<file path="config.mk">
export PLATFORM = sky130hd
export DESIGN_NAME = http_request_byte_splitter
export DESIGN_NICKNAME = d
export VERILOG_FILES = /design/src/rtl/hrbs_pkg.sv /design/src/rtl/hrbs_parser.sv /design/src/rtl/hrbs_out_buf.sv /design/src/rtl/http_request_byte_splitter.sv
export SDC_FILE = /design/constraint.sdc
export NUM_CORES = 1
export LEC_CHECK = 0
export ABC_CLOCK_PERIOD_IN_PS = 2200
export BUFFER_PORTS_ARGS = -buffer_cell sky130_fd_sc_hd__buf_2
export CAP_MARGIN = 20
export CORE_MARGIN = 8
export CORE_UTILIZATION = 52
export CTS_BUF_LIST = sky130_fd_sc_hd__clkbuf_4 sky130_fd_sc_hd__clkbuf_8
export DETAILED_ROUTE_END_ITERATION = 10
export HOLD_SLACK_MARGIN = 0.03
export PLACE_DENSITY = 0.82
export SLEW_MARGIN = 10
export SYNTH_ARGS = -nofsm -noshare
export SYNTH_HDL_FRONTEND = slang
export SYNTH_SLANG_ARGS = --single-unit
export TNS_END_PERCENT = 10
</file>
<file path="constraint.sdc">
create_clock -name clk -period 2.2 [get_ports clk]
set_clock_uncertainty 0.15 [all_clocks]
set_input_delay 0.22 -clock clk [delete_from_list [all_inputs] [get_ports clk]]
set_output_delay 0.22 -clock clk [all_outputs]
set_load 0.02 [all_outputs]
</file>
<file path="src/rtl/hrbs_pkg.sv">
package hrbs_pkg;

    localparam logic [7:0] CH_CR    = 8'h0D;
    localparam logic [7:0] CH_LF    = 8'h0A;
    localparam logic [7:0] CH_SPACE = 8'h20;
    localparam logic [7:0] CH_SLASH = 8'h2F;
    localparam logic [7:0] CH_NUL   = 8'h00;

    localparam logic [1:0] SEP_CRLFCR = 2'd3;
    localparam logic [1:0] SEP_CRLF   = 2'd2;
    localparam logic [1:0] SEP_CR     = 2'd1;
    localparam logic [1:0] SEP_NONE   = 2'd0;

    typedef enum logic [2:0] {
        PH_METHOD   = 3'd0,
        PH_ENDPOINT = 3'd1,
        PH_SKIP     = 3'd2,
        PH_VERSION  = 3'd3,
        PH_HEADER   = 3'd4,
        PH_BODY     = 3'd5,
        PH_DONE     = 3'd6
    } phase_t;

    localparam logic [2:0] TAG_METHOD   = 3'd0;
    localparam logic [2:0] TAG_ENDPOINT = 3'd1;
    localparam logic [2:0] TAG_VERSION  = 3'd2;
    localparam logic [2:0] TAG_DELIM    = 3'd3;
    localparam logic [2:0] TAG_HEADER   = 3'd4;
    localparam logic [2:0] TAG_BODY     = 3'd5;
    localparam logic [2:0] TAG_IGNORED  = 3'd6;

    localparam logic [1:0] ST_OK           = 2'd0;
    localparam logic [1:0] ST_NO_HDR_END   = 2'd1;
    localparam logic [1:0] ST_LINE_INCOMPL = 2'd2;
    localparam logic [1:0] ST_BODY_UNTERM  = 2'd3;

    typedef struct packed {
        logic [7:0] data_byte;
        logic       final_byte;
    } in_beat_t;

    typedef struct packed {
        logic [7:0] tagged_byte;
        logic [2:0] field_tag;
        logic       request_end;
        logic [1:0] parse_status;
    } out_beat_t;

endpackage

</file>
<file path="src/rtl/hrbs_parser.sv">
module hrbs_parser (
    input  logic              clk,
    input  logic              rst_n,
    input  logic              accept,
    input  hrbs_pkg::in_beat_t  beat,
    output hrbs_pkg::out_beat_t result
);
    import hrbs_pkg::*;

    phase_t     phase_reg, phase_next, phase_after;
    logic [1:0] sep_reg, sep_next, sep_after;
    logic       incompl_reg, incompl_next, incompl_after;
    logic       in_header;
    logic       sep_done;
    logic [2:0] tag;
    logic [1:0] status;

    assign in_header = (phase_reg == PH_METHOD) || (phase_reg == PH_ENDPOINT) ||
                       (phase_reg == PH_SKIP) || (phase_reg == PH_VERSION) ||
                       (phase_reg == PH_HEADER);
    assign sep_done  = in_header && (beat.data_byte == CH_LF) && (sep_reg == SEP_CRLFCR);

    always_comb
    begin
        phase_after   = phase_reg;
        sep_after     = sep_reg;
        incompl_after = incompl_reg;
        if (in_header)
        begin
            if (sep_done)
                sep_after = SEP_NONE;
            else if (beat.data_byte == CH_CR)
                sep_after = (sep_reg == SEP_CRLF) ? SEP_CRLFCR : SEP_CR;
            else if (beat.data_byte == CH_LF)
                sep_after = (sep_reg == SEP_CR) ? SEP_CRLF : SEP_NONE;
            else
                sep_after = SEP_NONE;

            if (sep_done)
            begin
                if (phase_reg != PH_HEADER)
                    incompl_after = 1'b1;
                phase_after = PH_BODY;
            end
            else
            begin
                unique case (phase_reg)
                    PH_METHOD:
                        if (beat.data_byte == CH_SPACE)
                            phase_after = PH_ENDPOINT;
                    PH_ENDPOINT:
                        if (beat.data_byte == CH_SPACE)
                            phase_after = PH_SKIP;
                    PH_SKIP:
                        if (beat.data_byte == CH_SLASH)
                            phase_after = PH_VERSION;
                    PH_VERSION:
                        if (beat.data_byte == CH_CR)
                            phase_after = PH_HEADER;
                    default:
                        phase_after = phase_reg;
                endcase
            end
        end
        else if (phase_reg == PH_BODY)
        begin
            if (beat.data_byte == CH_NUL)
                phase_after = PH_DONE;
        end
        else
        begin
            phase_after = PH_DONE;
        end

        if (beat.final_byte)
        begin
            phase_next   = PH_METHOD;
            sep_next     = SEP_NONE;
            incompl_next = 1'b0;
        end
        else
        begin
            phase_next   = phase_after;
            sep_next     = sep_after;
            incompl_next = incompl_after;
        end
    end

    always_comb
    begin
        tag = TAG_IGNORED;
        if (sep_done)
            tag = TAG_DELIM;
        else
        begin
            unique case (phase_reg)
                PH_METHOD:
                    tag = (beat.data_byte == CH_SPACE) ? TAG_DELIM : TAG_METHOD;
                PH_ENDPOINT:
                    tag = (beat.data_byte == CH_SPACE) ? TAG_DELIM : TAG_ENDPOINT;
                PH_SKIP:
                    tag = TAG_DELIM;
                PH_VERSION:
                    tag = (beat.data_byte == CH_CR) ? TAG_DELIM : TAG_VERSION;
                PH_HEADER:
                    tag = TAG_HEADER;
                PH_BODY:
                    tag = (beat.data_byte == CH_NUL) ? TAG_DELIM : TAG_BODY;
                default:
                    tag = TAG_IGNORED;
            endcase
        end

        status = ST_OK;
        if (beat.final_byte)
        begin
            if (phase_after != PH_BODY && phase_after != PH_DONE)
                status = ST_NO_HDR_END;
            else if (incompl_after)
                status = ST_LINE_INCOMPL;
            else if (phase_after == PH_BODY)
                status = ST_BODY_UNTERM;
            else
                status = ST_OK;
        end
    end

    assign result.tagged_byte  = beat.data_byte;
    assign result.field_tag    = tag;
    assign result.request_end  = beat.final_byte;
    assign result.parse_status = status;

    always_ff @(posedge clk or negedge rst_n)
    begin
        if (!rst_n)
        begin
            phase_reg   <= PH_METHOD;
            sep_reg     <= SEP_NONE;
            incompl_reg <= 1'b0;
        end
        else if (accept)
        begin
            phase_reg   <= phase_next;
            sep_reg     <= sep_next;
            incompl_reg <= incompl_next;
        end
    end

endmodule

</file>
<file path="src/rtl/hrbs_out_buf.sv">
module hrbs_out_buf (
    input  logic                clk,
    input  logic                rst_n,
    input  logic                push_valid,
    output logic                push_stall,
    input  hrbs_pkg::out_beat_t push_beat,
    output logic                pop_valid,
    input  logic                pop_stall,
    output hrbs_pkg::out_beat_t pop_beat
);
    import hrbs_pkg::*;

    out_beat_t out_reg, skid_reg;
    logic      out_valid_reg, skid_valid_reg;
    logic      accept, take;

    assign push_stall = skid_valid_reg;
    assign accept     = push_valid && !skid_valid_reg;
    assign take       = out_valid_reg && !pop_stall;
    assign pop_valid  = out_valid_reg;
    assign pop_beat   = out_reg;

    always_ff @(posedge clk or negedge rst_n)
    begin
        if (!rst_n)
        begin
            out_valid_reg  <= 1'b0;
            skid_valid_reg <= 1'b0;
        end
        else
        begin
            if (!out_valid_reg || take)
            begin
                out_valid_reg  <= skid_valid_reg || accept;
                skid_valid_reg <= 1'b0;
            end
            else if (accept)
            begin
                skid_valid_reg <= 1'b1;
            end
        end
    end

    // hold payload unless a slot is being loaded
    always_ff @(posedge clk)
    begin
        if (!out_valid_reg || take)
        begin
            if (skid_valid_reg)
                out_reg <= skid_reg;
            else if (accept)
                out_reg <= push_beat;
        end
        else if (accept)
        begin
            skid_reg <= push_beat;
        end
    end

endmodule

</file>
<file path="src/rtl/http_request_byte_splitter.sv">
// Each result is registered in the output buffer after its byte is accepted.
// Throughput: one byte per cycle while result_stall is low; the phase machine
// updates on each accepted beat. A two-entry output buffer absorbs downstream stall
// without losing a beat. Reset (rst_n low, asynchronous): phase returns to method,
// separator match and line-incomplete flag clear, output buffer empties.
module http_request_byte_splitter (
    input  logic                clk,
    input  logic                rst_n,
    input  logic                item_valid,
    output logic                item_stall,
    input  hrbs_pkg::in_beat_t  item,
    output logic                result_valid,
    input  logic                result_stall,
    output hrbs_pkg::out_beat_t result
);
    import hrbs_pkg::*;

    logic      accept;
    out_beat_t parsed;

    assign accept = item_valid && !item_stall;

    hrbs_parser u_parser (
        .clk    (clk),
        .rst_n  (rst_n),
        .accept (accept),
        .beat   (item),
        .result (parsed)
    );

    hrbs_out_buf u_out_buf (
        .clk        (clk),
        .rst_n      (rst_n),
        .push_valid (item_valid),
        .push_stall (item_stall),
        .push_beat  (parsed),
        .pop_valid  (result_valid),
        .pop_stall  (result_stall),
        .pop_beat   (result)
    );

endmodule

</file>
==> results.sh <==
export IMPL_reg2regPathDepth=6
export IMPL_num_antenna_cells=0
export IMPL_ys_seq_elements=36
export IMPL_final_antenna_net_count=0
export IMPL_drc=0
export IMPL_cts_tree="built"
export IMPL_critPathMaxFanout=7
export IMPL_cp_startpoint="u_parser.phase_reg[1]$_DFFE_PN0P_"
export IMPL_drive_gt1_frac=0.415
export IMPL_synthesis_instances=132
export IMPL_rrSetupSlack_ns=0.11
export IMPL_synthDistinctLibCells=39
export IMPL_outcome="finished clean"
export IMPL_cts_num_sinks=36
export IMPL_crit_buf_inv=0
export IMPL_drt_first_iter_violations=119
export IMPL_synth_area_sq_um=1680
export IMPL_num_io_pins=29
export IMPL_cts_setup_buffers=0
export IMPL_synth_edff_count=28
export IMPL_grtUsageTotal=0.158
export IMPL_first_pass_iters=4
export IMPL_endpoint="u_out_buf.pop_beat[0]$_DFFE_PP_"
export IMPL_finalSetupViolations=0
export IMPL_port_buffer_count=28
export IMPL_h_tree_depth=2
export IMPL_vias=1289
export IMPL_synthToLayoutAreaGrowth_pct=30.8
export IMPL_max_stage_delay_ns=0.48
export IMPL_setup_tns_ns=0
export IMPL_crit_type="flop to flop"
export IMPL_reg2reg_to="u_out_buf.pop_beat[0]$_DFFE_PP_"
export IMPL_die_area_sq_um=5310
export IMPL_multi_input_area_sq_um=618
export IMPL_period_minus_slack_ns=2.09
export IMPL_cts_root_buf="clkbuf_4"
export IMPL_slew_viol_final=0
export IMPL_grt_max_degree=19
export IMPL_async_flop_share=0.222
export IMPL_initial_core_util=0.546
export IMPL_rsz0062_at_grt="false"
export IMPL_worst_setup_path_end_kind="flop"
export IMPL_cts_max_path_buffers=2
export IMPL_die_height_um=72.9
export IMPL_vdd_ir_drop_max_mv=0.558
export IMPL_fin_nets=207
export IMPL_final_hold_viol_count=0
export IMPL_maxCapViolations=0
export IMPL_gp_congestion=1.02
export IMPL_grt_pass1_wl_um=6480
export IMPL_fin_area_sq_um=2200
export IMPL_cp_start_kind="flop"
export IMPL_syn_nets=145
export IMPL_max_slew_margin=0.673
export IMPL_fp_dieW_um=72.9
export IMPL_totalPowerFinal_mw=1.43
export IMPL_worstMarginPinSlew_ns=0.489
export IMPL_wl_um=3830
export IMPL_viasPerCell=5.39
export IMPL_cts_buffers=5
export IMPL_place_area_sq_um=2050
export IMPL_antenna_found_initial=0
export IMPL_critPathSlowestCell="dfrtp_1"
export IMPL_cp_data_required_time_ns=2.16
export IMPL_coreArea_sq_um=3080
export IMPL_critical_path_top_delay_family="compound AO/OA/AOI/OAI gates"
export IMPL_timing_rr_start="u_parser.phase_reg[1]$_DFFE_PN0P_"
export IMPL_p_leak_nw=0.887
export IMPL_holdWs_ns=0.0459
export IMPL_overflow=0
export IMPL_num_fill_cells=232
export IMPL_worstSkewPairLatency_ns=0.35
export IMPL_hp_class="primary input to flop"
export IMPL_max_freq_ghz=0.478
export IMPL_clk_pin_slew_ns=0.11
export IMPL_powerDensity_nw_per_um2=652
export IMPL_cp_num_cells=6
export IMPL_grt_pass1_vias=1299
export IMPL_yosysSeqAreaShare=0.619
export IMPL_seqCellArea_sq_um=1040
export IMPL_dpl_hpwl_um=2930
export IMPL_cp_cell_sequence="nor2b_1 -> nand4_1 -> o31a_1 -> o311ai_2 -> o221a_4 -> o21ai_2"
export IMPL_wl_per_cell_um=16.0
export IMPL_fp_row_count=20
export IMPL_critical_path_arrival_ns=2.05
export IMPL_synthFlopType="edfxtp_1"
export IMPL_ys_warnings_count=0
export IMPL_avgSynthCellArea_sq_um=12.7
export IMPL_period_share=0.950
[worst min-delay path by stage]
stage,start,slack (ns),end,cells past startpoint
detailed placement,rst_n,-0.08,u_parser.phase_reg[2]$_DFFE_PN0P_,1
finish,item[5],0.05,u_out_buf.skid_reg[10]$_DFFE_PP_,2
CTS,item[8],0.04,u_out_buf.skid_reg[13]$_DFFE_PP_,2
floorplan,rst_n,-0.23,u_out_buf.pop_valid$_DFFE_PN0N_,0
global placement,rst_n,-0.08,u_parser.phase_reg[1]$_DFFE_PN0P_,1
global route,item[5],0.05,u_out_buf.skid_reg[10]$_DFFE_PP_,2
[cells in the mapped netlist, types with 3 or more instances]
| cell type | n | area (sq um) |
|---|---|---|
| nand2b_1 | 3 | 18.8 |
| nand2_1 | 11 | 41.3 |
| nor2_1 | 11 | 41.3 |
| dfrtp_1 | 8 | 200 |
| mux2_2 | 10 | 113 |
| clkbuf_1 | 3 | 11.3 |
| a21oi_1 | 8 | 40.0 |
| o21ai_0 | 5 | 25.0 |
| a22o_1 | 3 | 26.3 |
| edfxtp_1 | 28 | 841 |
| nor3_1 | 3 | 15.0 |
[worst register-to-register path, cell delays in order, from the launching register on]
cell,delay [ns]
dfrtp_1,0.48
nor2b_1,0.36
nand4_1,0.13
o31a_1,0.29
o311ai_2,0.12
o221a_4,0.27
o21ai_2,0.05
[report_power, final]
| part | internal [mW] | switching, mW |
|---|---|---|
| registers | 0.777 | 0.00881 |
| clock network | 0.237 | 0.225 |
| logic | 0.0756 | 0.110 |
[area by class of cell]
type / count / share of cell area
Tap cell: 44 / 0.0250
Multi-Input combinational cell: 89 / 0.281
Clock inverter: 3 / 0.0193
Clock buffer: 5 / 0.0171
Inverter: 2 / 0.00341
Timing Repair Buffer: 60 / 0.181
Sequential cell: 36 / 0.473
[layer usage]
layer	GRT usage	vias up	part of all wire
met5	0	-	0
met4	0.0667	0	0.015
met3	0.0495	7	0.041
met2	0.268	24	0.51
met1	0.179	626	0.43
li1	-	632	-
[timing repair]
item | in CTS | in global routing
endpoints found under the hold margin | 14 | 0
resized for setup | 0 | 1
endpoints found under the setup margin | 0 | 3
hold buffers | 7 | 0
[logic make-up after synthesis]
kind of cell / after synthesis / share of synthesized area
xor gates and xnor gates: 1 / 0.00521
buffers and inverters: 7 / 0.0164
muxes: 10 / 0.0670
and+or+nand+nor: 46 / 0.153
DFF: 36 / 0.619
AOI/OAI and AO/OA: 32 / 0.139
[stage by stage]
stage / setup slack (ns) / utilization / instances
after detailed placement: -0.0904 / 0.665 / 224
after floorplan: 0.0439 / - / 132
after global placement: -0.0512 / 0.665 / 224
after CTS: 0.129 / 0.714 / 239
after global routing: 0.0187 / 0.715 / 239
final: 0.110 / 0.715 / 239
[cells in the final DEF (no fill, tap or decap), types with 3 or more instances in the layout]
cell and count:
a21oi_1 7, a22o_1 3, buf_2 28, buf_4 25, clkbuf_4 5, dfrtp_1 8
dlygate4sd3_1 7, edfxtp_1 28, mux2_2 10, nand2_1 11, nand2b_1 3, nor2_1 11
nor3_1 3, o21ai_0 5
Note: power is estimated with default switching activity, not from simulation.
